<file path="config.mk">
export PLATFORM = sky130hd
export DESIGN_NAME = bmp_window_address_generator_unit_flat
export DESIGN_NICKNAME = d
export VERILOG_FILES = /design/src/design/bmpw_pkg.sv /design/src/design/bmpw_if.sv /design/src/design/bmpw_walk.sv /design/src/design/bmpw_addr.sv /design/src/design/bmp_window_address_generator_unit.sv /design/src/flat_wrapper.sv
export SDC_FILE = /design/constraint.sdc
export NUM_CORES = 1
export LEC_CHECK = 0
export BUFFER_PORTS_ARGS = -buffer_cell sky130_fd_sc_hd__buf_2
export CORE_UTILIZATION = 60
export CTS_CLUSTER_SIZE = 25
export DETAILED_ROUTE_END_ITERATION = 12
export GPL_ROUTABILITY_DRIVEN = 0
export PLACE_DENSITY = 0.78
export SYNTH_ARGS = -nofsm -noshare
export SYNTH_HDL_FRONTEND = slang
export SYNTH_SLANG_ARGS = --single-unit
</file>
<file path="constraint.sdc">
create_clock -name clk -period 18.7 [get_ports clk]
set_clock_uncertainty 0.2 [all_clocks]
set_input_delay 1.87 -clock clk [delete_from_list [all_inputs] [get_ports clk]]
set_output_delay 1.87 -clock clk [all_outputs]
set_load 0.005 [all_outputs]
</file>
<file path="src/design/bmpw_pkg.sv">
// bmpw_pkg: shared types and constants of the bmp window address generator
package bmpw_pkg;

  // configuration register indices
  localparam int REG_IDX_W = 3;
  localparam logic [REG_IDX_W-1:0] REG_IMAGE_WIDTH       = 3'd0;
  localparam logic [REG_IDX_W-1:0] REG_IMAGE_HEIGHT      = 3'd1;
  localparam logic [REG_IDX_W-1:0] REG_PIXEL_DATA_OFFSET = 3'd2;
  localparam logic [REG_IDX_W-1:0] REG_WINDOW_LEFT       = 3'd3;
  localparam logic [REG_IDX_W-1:0] REG_WINDOW_TOP        = 3'd4;
  localparam logic [REG_IDX_W-1:0] REG_WINDOW_WIDTH      = 3'd5;
  localparam logic [REG_IDX_W-1:0] REG_WINDOW_HEIGHT     = 3'd6;

  // field widths
  localparam int CFG_DATA_W = 32;
  localparam int IMG_W_W    = 13;
  localparam int IMG_H_W    = 14;
  localparam int ADDR_W     = 32;
  localparam int POS_W      = 12;
  localparam int WIN_SZ_W   = 13;
  localparam int INDEX_W    = 26;
  localparam int STRIDE_W   = 15;

  // code of the final colour byte of a pixel
  localparam logic [1:0] COLOR_LAST = 2'd2;

  // reset value of the pixel data offset register
  localparam logic [ADDR_W-1:0] OFFSET_RESET = 32'd54;

  typedef struct packed {
    logic [IMG_W_W-1:0]        frame_width;
    logic signed [IMG_H_W-1:0] frame_height;
    logic [ADDR_W-1:0]         pixel_data_offset;
    logic [POS_W-1:0]          window_left;
    logic [POS_W-1:0]          window_top;
    logic [WIN_SZ_W-1:0]       window_width;
    logic [WIN_SZ_W-1:0]       window_height;
  } cfg_regs_t;

endpackage

</file>
<file path="src/design/bmpw_if.sv">
// bmpw_if: request, result and configuration channel interfaces
interface bmpw_in_if;
  logic valid;
  logic ready;
  logic restart;
  modport source (output valid, output restart, input ready);
  modport sink (input valid, input restart, output ready);
endinterface

interface bmpw_out_if;
  logic                         valid;
  logic                         ready;
  logic [bmpw_pkg::ADDR_W-1:0]  source_address;
  logic [bmpw_pkg::INDEX_W-1:0] result_index;
  logic                         last;
  modport source (output valid, output source_address, output result_index, output last,
                  input ready);
  modport sink (input valid, input source_address, input result_index, input last,
                output ready);
endinterface

interface bmpw_cfg_if;
  logic                            valid;
  logic                            ready;
  logic [bmpw_pkg::REG_IDX_W-1:0]  index;
  logic [bmpw_pkg::CFG_DATA_W-1:0] data;
  modport source (output valid, output index, output data, input ready);
  modport sink (input valid, input index, input data, output ready);
endinterface

</file>
<file path="src/design/bmpw_walk.sv">
// bmpw_walk: window walk counters, restart handling and first pipeline stage
module bmpw_walk #(
  parameter int MAX_DIM = 4096,
  localparam int CNT_W = (MAX_DIM > 1) ? $clog2(MAX_DIM) : 1,
  localparam int SZ_W  = ($clog2(MAX_DIM + 1) > bmpw_pkg::WIN_SZ_W) ?
                         $clog2(MAX_DIM + 1) : bmpw_pkg::WIN_SZ_W
) (
  input  logic                         clk,
  input  logic                         rst_n,
  bmpw_in_if.sink                      in_req,
  input  bmpw_pkg::cfg_regs_t          cfg,
  output logic                         s1_valid,
  input  logic                         s1_ready,
  output logic [CNT_W-1:0]             s1_row,
  output logic [CNT_W-1:0]             s1_col,
  output logic [1:0]                   s1_color,
  output logic [bmpw_pkg::INDEX_W-1:0] s1_index,
  output logic                         s1_last
);

  logic [1:0]                   color_r, color_nxt;
  logic [CNT_W-1:0]             col_r, col_nxt;
  logic [CNT_W-1:0]             row_r, row_nxt;
  logic [bmpw_pkg::INDEX_W-1:0] count_r, count_nxt;
  logic                         v1_r;
  logic [CNT_W-1:0]             row1_r, col1_r;
  logic [1:0]                   color1_r;
  logic [bmpw_pkg::INDEX_W-1:0] index1_r;
  logic                         last1_r;

  logic                         accept;
  logic [SZ_W-1:0]              ww_raw, wh_raw, ww, wh;
  logic [1:0]                   color_cur;
  logic [CNT_W-1:0]             col_cur, row_cur;
  logic [bmpw_pkg::INDEX_W-1:0] count_cur;
  logic                         col_end, row_end, last;

  // stage one takes a request when empty or when it drains
  assign in_req.ready = !v1_r || s1_ready;
  assign accept       = in_req.valid && in_req.ready;

  // window size, zero acts as one, saturated at the maximum
  assign ww_raw = SZ_W'(cfg.window_width);
  assign wh_raw = SZ_W'(cfg.window_height);
  assign ww = (ww_raw == '0) ? SZ_W'(1) : (ww_raw > SZ_W'(MAX_DIM)) ? SZ_W'(MAX_DIM) : ww_raw;
  assign wh = (wh_raw == '0) ? SZ_W'(1) : (wh_raw > SZ_W'(MAX_DIM)) ? SZ_W'(MAX_DIM) : wh_raw;

  // position of this request, back at the origin on restart
  assign color_cur = in_req.restart ? 2'd0 : color_r;
  assign col_cur   = in_req.restart ? '0 : col_r;
  assign row_cur   = in_req.restart ? '0 : row_r;
  assign count_cur = in_req.restart ? '0 : count_r;

  assign col_end = (SZ_W'(col_cur) + SZ_W'(1)) >= ww;
  assign row_end = (SZ_W'(row_cur) + SZ_W'(1)) >= wh;
  assign last    = (color_cur == bmpw_pkg::COLOR_LAST) && col_end && row_end;

  // advance colour byte, column, row; wrap to origin after the final byte
  always_comb begin
    color_nxt = color_cur;
    col_nxt   = col_cur;
    row_nxt   = row_cur;
    count_nxt = count_cur + bmpw_pkg::INDEX_W'(1);
    if (last) begin
      color_nxt = 2'd0;
      col_nxt   = '0;
      row_nxt   = '0;
      count_nxt = '0;
    end else if (color_cur != bmpw_pkg::COLOR_LAST) begin
      color_nxt = color_cur + 2'd1;
    end else begin
      color_nxt = 2'd0;
      if (col_end) begin
        col_nxt = '0;
        row_nxt = row_cur + CNT_W'(1);
      end else begin
        col_nxt = col_cur + CNT_W'(1);
      end
    end
  end

  // walk counters
  always_ff @(posedge clk) begin
    if (!rst_n) begin
      color_r <= 2'd0;
      col_r   <= '0;
      row_r   <= '0;
      count_r <= '0;
    end else if (accept) begin
      color_r <= color_nxt;
      col_r   <= col_nxt;
      row_r   <= row_nxt;
      count_r <= count_nxt;
    end
  end

  // stage one valid
  always_ff @(posedge clk) begin
    if (!rst_n) begin
      v1_r <= 1'b0;
    end else if (accept) begin
      v1_r <= 1'b1;
    end else if (s1_ready) begin
      v1_r <= 1'b0;
    end
  end

  // stage one payload
  always_ff @(posedge clk) begin
    if (accept) begin
      row1_r   <= row_cur;
      col1_r   <= col_cur;
      color1_r <= color_cur;
      index1_r <= count_cur;
      last1_r  <= last;
    end
  end

  assign s1_valid = v1_r;
  assign s1_row   = row1_r;
  assign s1_col   = col1_r;
  assign s1_color = color1_r;
  assign s1_index = index1_r;
  assign s1_last  = last1_r;

endmodule

</file>
<file path="src/design/bmpw_addr.sv">
// bmpw_addr: row base multiply stage and address sum output stage
module bmpw_addr #(
  parameter int MAX_DIM = 4096,
  localparam int CNT_W = (MAX_DIM > 1) ? $clog2(MAX_DIM) : 1,
  localparam int ROW_W = ((CNT_W > bmpw_pkg::POS_W) ? CNT_W : bmpw_pkg::POS_W) + 1,
  localparam int COL_W = ROW_W,
  localparam int RF_W  = ((ROW_W > bmpw_pkg::IMG_H_W) ? ROW_W : bmpw_pkg::IMG_H_W) + 1,
  localparam int PR_W  = RF_W + bmpw_pkg::STRIDE_W + 1,
  localparam int CT_W  = COL_W + 2
) (
  input  logic                         clk,
  input  logic                         rst_n,
  input  bmpw_pkg::cfg_regs_t          cfg,
  input  logic                         s1_valid,
  output logic                         s1_ready,
  input  logic [CNT_W-1:0]             s1_row,
  input  logic [CNT_W-1:0]             s1_col,
  input  logic [1:0]                   s1_color,
  input  logic [bmpw_pkg::INDEX_W-1:0] s1_index,
  input  logic                         s1_last,
  bmpw_out_if.source                   out_res
);

  logic                          v2_r, v3_r;
  logic [bmpw_pkg::ADDR_W-1:0]   base2_r;
  logic [CT_W-1:0]               ct2_r;
  logic [bmpw_pkg::INDEX_W-1:0]  index2_r, index3_r;
  logic                          last2_r, last3_r;
  logic [bmpw_pkg::ADDR_W-1:0]   addr3_r;

  logic                          s2_ready, s3_ready;
  logic [ROW_W-1:0]              row;
  logic [COL_W-1:0]              col_px;
  logic [bmpw_pkg::STRIDE_W:0]   stride_sum;
  logic [bmpw_pkg::STRIDE_W-1:0] stride;
  logic signed [RF_W-1:0]        h_s, row_s, factor;
  logic signed [bmpw_pkg::STRIDE_W:0] stride_s;
  logic signed [PR_W-1:0]        prod;
  logic [CT_W-1:0]               ct;

  // stage readiness, back to front
  assign s3_ready = !v3_r || out_res.ready;
  assign s2_ready = !v2_r || s3_ready;
  assign s1_ready = s2_ready;

  // source row, flipped for bottom-up images
  assign row   = ROW_W'(cfg.window_top) + ROW_W'(s1_row);
  assign h_s   = RF_W'(cfg.frame_height);
  assign row_s = RF_W'(row);
  assign factor = cfg.frame_height[bmpw_pkg::IMG_H_W-1] ? row_s :
                  (h_s - row_s - RF_W'(1));

  // row stride, three bytes a pixel, rounded up to a multiple of four bytes
  assign stride_sum = (bmpw_pkg::STRIDE_W + 1)'(cfg.frame_width)
                    + (bmpw_pkg::STRIDE_W + 1)'({cfg.frame_width, 1'b0})
                    + (bmpw_pkg::STRIDE_W + 1)'(3);
  assign stride     = {stride_sum[bmpw_pkg::STRIDE_W-1:2], 2'b00};
  assign stride_s   = {1'b0, stride};
  assign prod       = factor * stride_s;

  // byte offset within the row
  assign col_px = COL_W'(cfg.window_left) + COL_W'(s1_col);
  assign ct     = CT_W'({col_px, 1'b0}) + CT_W'(col_px) + CT_W'(s1_color);

  // stage two: row base and column term
  always_ff @(posedge clk) begin
    if (!rst_n) begin
      v2_r <= 1'b0;
    end else if (s2_ready) begin
      v2_r <= s1_valid;
    end
  end

  always_ff @(posedge clk) begin
    if (s2_ready && s1_valid) begin
      base2_r  <= bmpw_pkg::ADDR_W'(prod);
      ct2_r    <= ct;
      index2_r <= s1_index;
      last2_r  <= s1_last;
    end
  end

  // stage three: result register
  always_ff @(posedge clk) begin
    if (!rst_n) begin
      v3_r <= 1'b0;
    end else if (s3_ready) begin
      v3_r <= v2_r;
    end
  end

  always_ff @(posedge clk) begin
    if (s3_ready && v2_r) begin
      addr3_r  <= cfg.pixel_data_offset + base2_r + bmpw_pkg::ADDR_W'(ct2_r);
      index3_r <= index2_r;
      last3_r  <= last2_r;
    end
  end

  assign out_res.valid          = v3_r;
  assign out_res.source_address = addr3_r;
  assign out_res.result_index   = index3_r;
  assign out_res.last           = last3_r;

endmodule

</file>
<file path="src/design/bmp_window_address_generator_unit.sv">
// bmp_window_address_generator_unit: top level of the bmp window address generator
//
//   channel  | dir | payload                                  | transfer
//   ---------+-----+------------------------------------------+-------------------
//   in_req   | in  | restart                                  | valid && ready
//   out_res  | out | source_address, result_index, last       | valid && ready
//   cfg_wr   | in  | index (register number), data            | valid && ready
//
// one request a cycle unless a stalled result holds the pipeline; each result passes through the registers of
// the walk stage, row multiply stage and address sum stage, in that order
// reset (rst_n low, synchronous) loads register defaults and puts the walk at the origin
// a stalled result holds the pipeline; free stages keep taking requests
// cfg_wr is always ready
module bmp_window_address_generator_unit #(
  parameter int MAX_DIM = 4096,
  localparam int CNT_W = (MAX_DIM > 1) ? $clog2(MAX_DIM) : 1
) (
  input  logic       clk,
  input  logic       rst_n,
  bmpw_in_if.sink    in_req,
  bmpw_out_if.source out_res,
  bmpw_cfg_if.sink   cfg_wr
);

  bmpw_pkg::cfg_regs_t          cfg_r;
  logic                         s1_valid, s1_ready;
  logic [CNT_W-1:0]             s1_row, s1_col;
  logic [1:0]                   s1_color;
  logic [bmpw_pkg::INDEX_W-1:0] s1_index;
  logic                         s1_last;

  // configuration registers
  assign cfg_wr.ready = 1'b1;

  always_ff @(posedge clk) begin
    if (!rst_n) begin
      cfg_r.frame_width       <= bmpw_pkg::IMG_W_W'(1);
      cfg_r.frame_height      <= bmpw_pkg::IMG_H_W'(1);
      cfg_r.pixel_data_offset <= bmpw_pkg::OFFSET_RESET;
      cfg_r.window_left       <= '0;
      cfg_r.window_top        <= '0;
      cfg_r.window_width      <= bmpw_pkg::WIN_SZ_W'(1);
      cfg_r.window_height     <= bmpw_pkg::WIN_SZ_W'(1);
    end else if (cfg_wr.valid) begin
      case (cfg_wr.index)
        bmpw_pkg::REG_IMAGE_WIDTH: begin
          cfg_r.frame_width <= cfg_wr.data[bmpw_pkg::IMG_W_W-1:0];
        end
        bmpw_pkg::REG_IMAGE_HEIGHT: begin
          cfg_r.frame_height <= cfg_wr.data[bmpw_pkg::IMG_H_W-1:0];
        end
        bmpw_pkg::REG_PIXEL_DATA_OFFSET: begin
          cfg_r.pixel_data_offset <= cfg_wr.data[bmpw_pkg::ADDR_W-1:0];
        end
        bmpw_pkg::REG_WINDOW_LEFT: begin
          cfg_r.window_left <= cfg_wr.data[bmpw_pkg::POS_W-1:0];
        end
        bmpw_pkg::REG_WINDOW_TOP: begin
          cfg_r.window_top <= cfg_wr.data[bmpw_pkg::POS_W-1:0];
        end
        bmpw_pkg::REG_WINDOW_WIDTH: begin
          cfg_r.window_width <= cfg_wr.data[bmpw_pkg::WIN_SZ_W-1:0];
        end
        bmpw_pkg::REG_WINDOW_HEIGHT: begin
          cfg_r.window_height <= cfg_wr.data[bmpw_pkg::WIN_SZ_W-1:0];
        end
        default: begin
          cfg_r <= cfg_r;
        end
      endcase
    end
  end

  // walk counters and first stage
  bmpw_walk #(.MAX_DIM(MAX_DIM)) u_walk (
    .clk      (clk),
    .rst_n    (rst_n),
    .in_req   (in_req),
    .cfg      (cfg_r),
    .s1_valid (s1_valid),
    .s1_ready (s1_ready),
    .s1_row   (s1_row),
    .s1_col   (s1_col),
    .s1_color (s1_color),
    .s1_index (s1_index),
    .s1_last  (s1_last)
  );

  // address arithmetic and result register
  bmpw_addr #(.MAX_DIM(MAX_DIM)) u_addr (
    .clk      (clk),
    .rst_n    (rst_n),
    .cfg      (cfg_r),
    .s1_valid (s1_valid),
    .s1_ready (s1_ready),
    .s1_row   (s1_row),
    .s1_col   (s1_col),
    .s1_color (s1_color),
    .s1_index (s1_index),
    .s1_last  (s1_last),
    .out_res  (out_res)
  );

endmodule

</file>
<file path="src/flat_wrapper.sv">
// flat-port wrapper written by rule: the top's interface ports become plain ports
module bmp_window_address_generator_unit_flat 
#(
  parameter int MAX_DIM = 4096,
  localparam int CNT_W = (MAX_DIM > 1) ? $clog2(MAX_DIM) : 1
)
  (clk, rst_n, in_req_valid, in_req_restart, in_req_ready, out_res_valid, out_res_source_address, out_res_result_index, out_res_last, out_res_ready, cfg_wr_valid, cfg_wr_index, cfg_wr_data, cfg_wr_ready);
  bmpw_in_if in_req_i ();
  bmpw_out_if out_res_i ();
  bmpw_cfg_if cfg_wr_i ();
  input  logic clk;
  input  logic rst_n;
  input wire logic [$bits(in_req_i.valid)-1:0] in_req_valid;
  input wire logic [$bits(in_req_i.restart)-1:0] in_req_restart;
  output wire logic [$bits(in_req_i.ready)-1:0] in_req_ready;
  output wire logic [$bits(out_res_i.valid)-1:0] out_res_valid;
  output wire logic [$bits(out_res_i.source_address)-1:0] out_res_source_address;
  output wire logic [$bits(out_res_i.result_index)-1:0] out_res_result_index;
  output wire logic [$bits(out_res_i.last)-1:0] out_res_last;
  input wire logic [$bits(out_res_i.ready)-1:0] out_res_ready;
  input wire logic [$bits(cfg_wr_i.valid)-1:0] cfg_wr_valid;
  input wire logic [$bits(cfg_wr_i.index)-1:0] cfg_wr_index;
  input wire logic [$bits(cfg_wr_i.data)-1:0] cfg_wr_data;
  output wire logic [$bits(cfg_wr_i.ready)-1:0] cfg_wr_ready;
  assign in_req_i.valid = in_req_valid;
  assign in_req_i.restart = in_req_restart;
  assign in_req_ready = in_req_i.ready;
  assign out_res_valid = out_res_i.valid;
  assign out_res_source_address = out_res_i.source_address;
  assign out_res_result_index = out_res_i.result_index;
  assign out_res_last = out_res_i.last;
  assign out_res_i.ready = out_res_ready;
  assign cfg_wr_i.valid = cfg_wr_valid;
  assign cfg_wr_i.index = cfg_wr_index;
  assign cfg_wr_i.data = cfg_wr_data;
  assign cfg_wr_ready = cfg_wr_i.ready;
  bmp_window_address_generator_unit #(.MAX_DIM(MAX_DIM)) u_core (.clk(clk), .rst_n(rst_n), .in_req(in_req_i), .out_res(out_res_i), .cfg_wr(cfg_wr_i));
endmodule
</file>
==> impl_results.md, run 1 <==
* Rows at 75
* Fill cell count at 3169
* Setup slack after layout at 8.80 ns
* Final max-slew violation count at 0
* Top post-synthesis cells by area: edfxtp_1 21%, fa_1 16%, dfxtp_1 13%
* Total GRT Usage at 27.9%
* Port Buffers at a little over 100
* Vias per inst at 5.78
* Yosys top cell area share at about a fifth
* Post-synthesis register bit count at about 350
* CP endpoint kind: flop
* Area leader, netlist: edfxtp_1
* Fmax at 0.101 GHz
* Worst path slowest cell: fa_1
* Tmin final at 9.90 ns
* CTS tree: done
* Post-synth ARST share at 0%
* DRC at 0
* TritonCTS Buffers at 38
* Post-CTS sizing at 0
* RSZ-0062 raised after global routing: false
* Pre-CTS setup slack at a little under 9 ns
* Crit path max fanout at 7
* CP arrival at about 10 ns
* Flop2flop setup slack at about 8.8 ns
* Leakage at 12.6 nW
* Period utilization at 53.0%
* CTS H-tree depth at 2
* DIE AREA at 0.0440 mm2
* Startpoint Class: flop
* DRT Pass-1 Iters at 6
* Final Hold Fails at 0
* Number of global-route vias before repair at 19800
* DP HPWL at about 45000 um
* Initial antenna violation count at 0
* Syn_nets at roughly 3200
* Die width at 210 um
* Count leader, synth: nand2_1
* Largest net degree at the start of global routing at 72
* Number of setup buffers added after CTS at 0
* Layout net count at roughly 3300
* Mean Syn Cell Area at a little under 10 um2
* Crit path kind: flop to flop
* CP required at 18.81 ns
* Initial Util at between 60% and 70%
* # IOs at around 100
* Max Cap Violations at 0
* Sequential-to-total area share from yosys stat at 33.9%
* Buffer and inverter count on the worst path at 6
* # hold bufs at CTS at 0
* Library cells used by synthesis at 92
* Status: finished, final reports clean
* Hold crit path type: flop to flop
* Worst vdd ir at 0.0848 mV
* First-pass GRT wire length at 98400 um
* Ys Warns at 0
* DR WL/cell at around 18 um
* Total power at approximately 2.8 mW
* Clock latency on the worst-skew pair at 0.57 ns
* Routed wire length at just under 60000 um
* Slew @ Worst Pin at 1.37 ns
* CP most frequent cell: fa_1
* Share of cells above drive strength 1 at 8.00%
* Final global-route overflow total at 0
* Setup Total Neg Slack at 0 ns
* Core area at 0.0423 mm2
* Worst slew margin at slightly below 8%
* Top FF cell, synth: edfxtp_1
* Clock-pin slew on the worst setup and hold paths at 0.06 ns
* Power per cell area at 100 mW/mm2
* Worst stage delay on the critical path at 0.56 ns
* Clock buffer depth at 3
* Post-synthesis cell count at 2698
* DRT antenna net count at 0
* Number of synthesized flops with an enable pin at ~180
* Cell family with most CP delay: adder cells
* Area growth syn-to-layout at 9.33%
* Ant diodes at 0
* Num Clock Sinks at 347
* Synthesized area at between 0.02 and 0.03 mm2
* Root Buffer: clkbuf_16
* Vias at between 15000 and 20000
* DRT iter0 DRCs at 1656
* Final setup vio count at 0
* Synth top cells by count: 404 x nand2_1, 306 x inv_1, 234 x ha_1
* Die height at 210 um
-- report_power, final --
part,switching [mW],internal [mW]
logic,0.657,0.471
clock network,0.309,0.463
registers,0.0272,0.917
-- cell type report --
class	instances	area [um2]	share of cell area, %
multi-input combinational	1963	15700	55.4
sequential	347	8780	31.0
inverter	309	1160	4.10
clock buffer	50	1040	3.66
tap	577	722	2.55
timing repair buffer	126	693	2.45
clock inverter	19	264	0.931
-- worst paths after layout --
check / cells after the start / to / startpoint
min reg2reg: 0 / u_core.u_addr.out_res.result_index[11] / u_core.u_addr.index2_r[11]
max reg2reg: 36 / u_core.u_addr.base2_r[30] / u_core.u_walk.s1_row[0]
min: 0 / u_core.u_addr.out_res.result_index[11] / u_core.u_addr.index2_r[11]
max: 36 / u_core.u_addr.base2_r[30] / u_core.u_walk.s1_row[0]
-- flip-flops by register name, summed over array words and instances (netlist names), 15 cells and up --
name	count
u_core.u_addr.index2_r	26
u_core.u_addr.base2_r	29
u_core.cfg_r	109
u_core.u_addr.out_res.result_index	26
u_core.u_addr.out_res.source_address	32
u_core.u_walk.count_r	26
u_core.u_walk.s1_index	26
u_core.u_addr.ct2_r	15
-- cell usage in the layout (no fill, tap or decap), types with 18 or more instances in the layout --
cell	n
a31oi_1	18
and3_1	26
clkbuf_16	38
nand3_1	60
xor2_1	43
inv_1	305
edfxtp_1	183
o21ai_0	41
buf_2	101
ha_1	234
a21o_1	43
buf_4	25
nand2b_1	23
nor3_1	25
xnor2_1	98
nand2_1	404
nor2_1	192
fa_1	210
a21oi_1	206
dfxtp_1	164
nor2b_1	70
o21a_1	23
-- cells by family after synthesis --
logic type | count (synthesis) | share of synthesized area [%]
buffers and inverters | 388 | 5.71
AND/OR/NAND/NOR | 886 | 15.5
adder cells (fa/ha/maj) | 444 | 27.5
XOR/XNOR | 143 | 4.93
AO/OA/AOI/OAI | 477 | 12.0
multiplexers | 12 | 0.483
other | 1 | 0.0145
flip-flops | 347 | 33.9
-- layer usage --
metal  wire length [um]  vias to the layer above  GRT usage [%]
met5                  0                        -              0
met4               1620                        0           9.19
met3               4540                      129           3.95
met2              27400                      758           45.2
met1              25900                     9435           38.7
li1                   -                     9270              -
-- metrics by stage --
| stage | instance area [um2] | std cells | utilization [%] | hold slack [ns] |
|---|---|---|---|---|
| after floorplan | 25900 | 2698 | - | 0.200 |
| after global placement | 27000 | 3322 | 63.9 | 0.201 |
| after detailed placement | 27000 | 3322 | 63.9 | 0.205 |
| after CTS | 28300 | 3391 | 67.0 | 0.218 |
| after global routing | 28300 | 3391 | 67.0 | 0.221 |
| final | 28300 | 3391 | 67.0 | 0.215 |
Note: power is estimated with default switching activity, not from simulation.
==> inputs of run 2 (changes only) <==
==> constraint.sdc (replaced) <==
create_clock -name clk -period 10.2 [get_ports clk]
set_clock_uncertainty 0.2 [all_clocks]
set_input_delay 1.02 -clock clk [delete_from_list [all_inputs] [get_ports clk]]
set_output_delay 1.02 -clock clk [all_outputs]
set_load 0.005 [all_outputs]
==> run 2 against run 1 <==
  * Hold slack better by 0.0020 ns
  * Sequential cell count stayed put
  * Combinational power is 82% higher
  * Critical path depth is 1 lower
  * Design area is 0.14% higher
  * Core utilization is 0.095 points higher
  * Register-to-register slack worse by 8.3 ns
  * Power is 82% higher
  * Sequential power is 83% higher
  * Highest routed layer unchanged
  * Clock-buffer cell count is 2 higher
==> impl_results.md, run 2 (synthesized netlist as in run 1, its figures left out) <==
* Fmax at 0.103 GHz (+2.4%)
* Core area at 0.0423 mm2 (unchanged)
* Most flops, register: u_core.cfg_r
* Root Buffer: clkbuf_16
* Most common cell after layout, fill and taps aside: nand2_1
* Initial antenna violation count at 0 (unchanged)
* CP endpoint kind: flop
* Clock buffer depth at 3 (unchanged)
* Clock share of power at 27.0% (about the same)
* Tmin final at 9.67 ns (-0.235 ns)
* Clock latency on the worst-skew pair at 0.56 ns (about the same)
* Total power at 5.19 mW (+82%)
* Die height at 210 um (unchanged)
* Setup slack after layout at 0.533 ns (-8.27 ns)
* Crit path max fanout at 6 (-1)
* Leakage at 12.6 nW (about the same)
* DR WL/cell at 17.7 um (+1.1%)
* DRT antenna net count at 0 (unchanged)
* Initial Util at 61.3% (unchanged)
* Final core occ at 67.1% (+0.095 points)
* Worst stage delay on the critical path at 0.64 ns (+0.08 ns)
* DRT iter0 DRCs at 1657 (+0.060%)
* Net Sw Frac at 35.1% (+0.13 points)
* HP Start: u_core.u_walk.s1_index[16]
* Port Buffers at 101 (unchanged)
* Largest register FFs at 109 (unchanged)
* Int Pwr at 3.37 mW (+82%)
* Slew @ Worst Pin at 1.16 ns (-0.214 ns)
* Final setup vio count at 0 (unchanged)
* Buffer and inverter count on the worst path at 6 (unchanged)
* Hold crit path type: flop to flop
* DIE AREA at 0.0440 mm2 (unchanged)
* RSZ-0062 raised after global routing: false
* Final max-slew violation count at 0 (unchanged)
* Combinational cell fraction of total power at 39.6% (about the same)
* CTS tree: done
* # IOs at 103 (unchanged)
* Worst path slowest cell: a2111oi_0
* Design Area, Final at 0.0284 mm2 (+0.14%)
* Worst setup startpoint: u_core.u_walk.s1_row[1]
* Crit path kind: flop to flop
* First-pass GRT wire length at 98700 um (+0.31%)
* Clock-pin slew on the worst setup and hold paths at 0.06 ns (about the same)
* Most frequent cells in the layout: 404 x nand2_1, 305 x inv_1, 234 x ha_1
* Reg power frac at 33.4% (+0.2 points)
* Cell family with most CP delay: adder cells
* CP required at 10.31 ns (-8.50 ns)
* DP HPWL at 45600 um (+1.5%)
* DRT Pass-1 Iters at 8 (+2)
* Largest net degree at the start of global routing at 72 (unchanged)
* Vias at 19700 (+0.45%)
* FF-to-FF Start: u_core.u_walk.s1_row[1]
* Share of cells above drive strength 1 at 8.27% (+0.27 points)
* DRC at 0 (unchanged)
* Period utilization at 94.8% (+42 points)
* Total GRT Usage at 28.0% (+0.11 points)
* Area growth syn-to-layout at 9.48%
* TritonCTS Buffers at 38 (unchanged)
* CTS H-tree depth at 2 (unchanged)
* Pre-CTS setup slack at 0.431 ns (-8.47 ns)
* Power per cell area at 183 mW/mm2 (+82%)
* Max Cap Violations at 0 (unchanged)
* Die width at 210 um (unchanged)
* DP Area at 0.0271 mm2 (about the same)
* Worst slew margin at 22.7% (+15 points)
* Final global-route overflow total at 0 (unchanged)
* Vias per inst at 5.80 (+0.31%)
* Setup Total Neg Slack at 0 ns (unchanged)
* Number of global-route vias before repair at 19900 (+0.41%)
* # hold bufs at CTS at 0 (unchanged)
* Ant diodes at 0 (unchanged)
* Routed wire length at 60300 um (+1.2%)
* Status: finished, final reports clean
* Worst vdd ir at 0.147 mV (+74%)
* CP arrival at 9.78 ns (-0.23 ns)
* Num Clock Sinks at 347 (unchanged)
* Rows at 75 (unchanged)
* Layout net count at 3274 (+0.12%)
* Startpoint Class: flop
* Final Hold Fails at 0 (unchanged)
* Fill cell count at 3221 (+1.6%)
* NetSw at 1.82 mW (+83%)
## run 2: cell count changes in the layout (fill, tap and decap cells not counted), sizes merged
cell / before / now
clkbuf: 50 / 52
bufinv: 5 / 3
buf: 126 / 130
inv: 308 / 312
clkinv: 15 / 9
clkinvlp: 0 / 3
## run 2: power groups by stage
stage / registers [mW] / logic, mW / clock network, mW
after global placement: 1.76 / 1.95 / 0
after detailed placement: 1.76 / 2.03 / 0
after floorplan: 1.75 / 1.55 / 0
after global routing: 1.74 / 2.29 / 1.48
after CTS: 1.73 / 2.04 / 1.42
final: 1.73 / 2.06 / 1.40
## run 2: final timing paths
| check | endpoint | slack [ns] | cells after the start |
|---|---|---|---|
| setup / recovery | u_core.u_addr.base2_r[28] | 0.53 | 35 |
| hold / removal | u_core.u_addr.index2_r[16] | 0.22 | 0 |
| setup reg to reg | u_core.u_addr.base2_r[28] | 0.53 | 35 |
| hold reg to reg | u_core.u_addr.index2_r[16] | 0.22 | 0 |
## run 2: per-stage QoR
stage                     std cells  hold slack, ns
after floorplan                2698           0.200
after global placement         3325           0.201
after detailed placement       3325           0.205
after CTS                      3395           0.218
after global routing           3396           0.223
final                          3396           0.217
## run 2: area by class of cell
cell class / instances / area [um2] / area share (%)
tap: 577 / 722 / 2.54
inverter: 309 / 1160 / 4.09
clock buffer: 52 / 1060 / 3.75
clock inverter: 18 / 219 / 0.771
sequential: 347 / 8780 / 30.9
multi-input combinational: 1963 / 15700 / 55.4
timing repair buffer: 130 / 723 / 2.55
## run 2: per-layer routing
metal  routed length, um  global-route usage, %
met2               27800                   45.8
met4                2000                   10.3
met5                   0                      0
met3                4550                   4.80
met1               25900                   37.5
## run 2: worst register-to-register path: cells and delay by family (launching register included)
family | cells | cell delay [ns]
buf+inv | 6 | 0.34
xor+xnor | 3 | 0.37
flops | 1 | 0.40
simple gates | 3 | 0.65
fa+ha+maj | 9 | 4.13
compound gates | 14 | 3.30
## run 2: repair_timing
| action | CTS | global route |
|---|---|---|
| endpoints found under the setup margin | 0 | 6 |
| setup buffers | 0 | 1 |
| resized for setup | 0 | 6 |
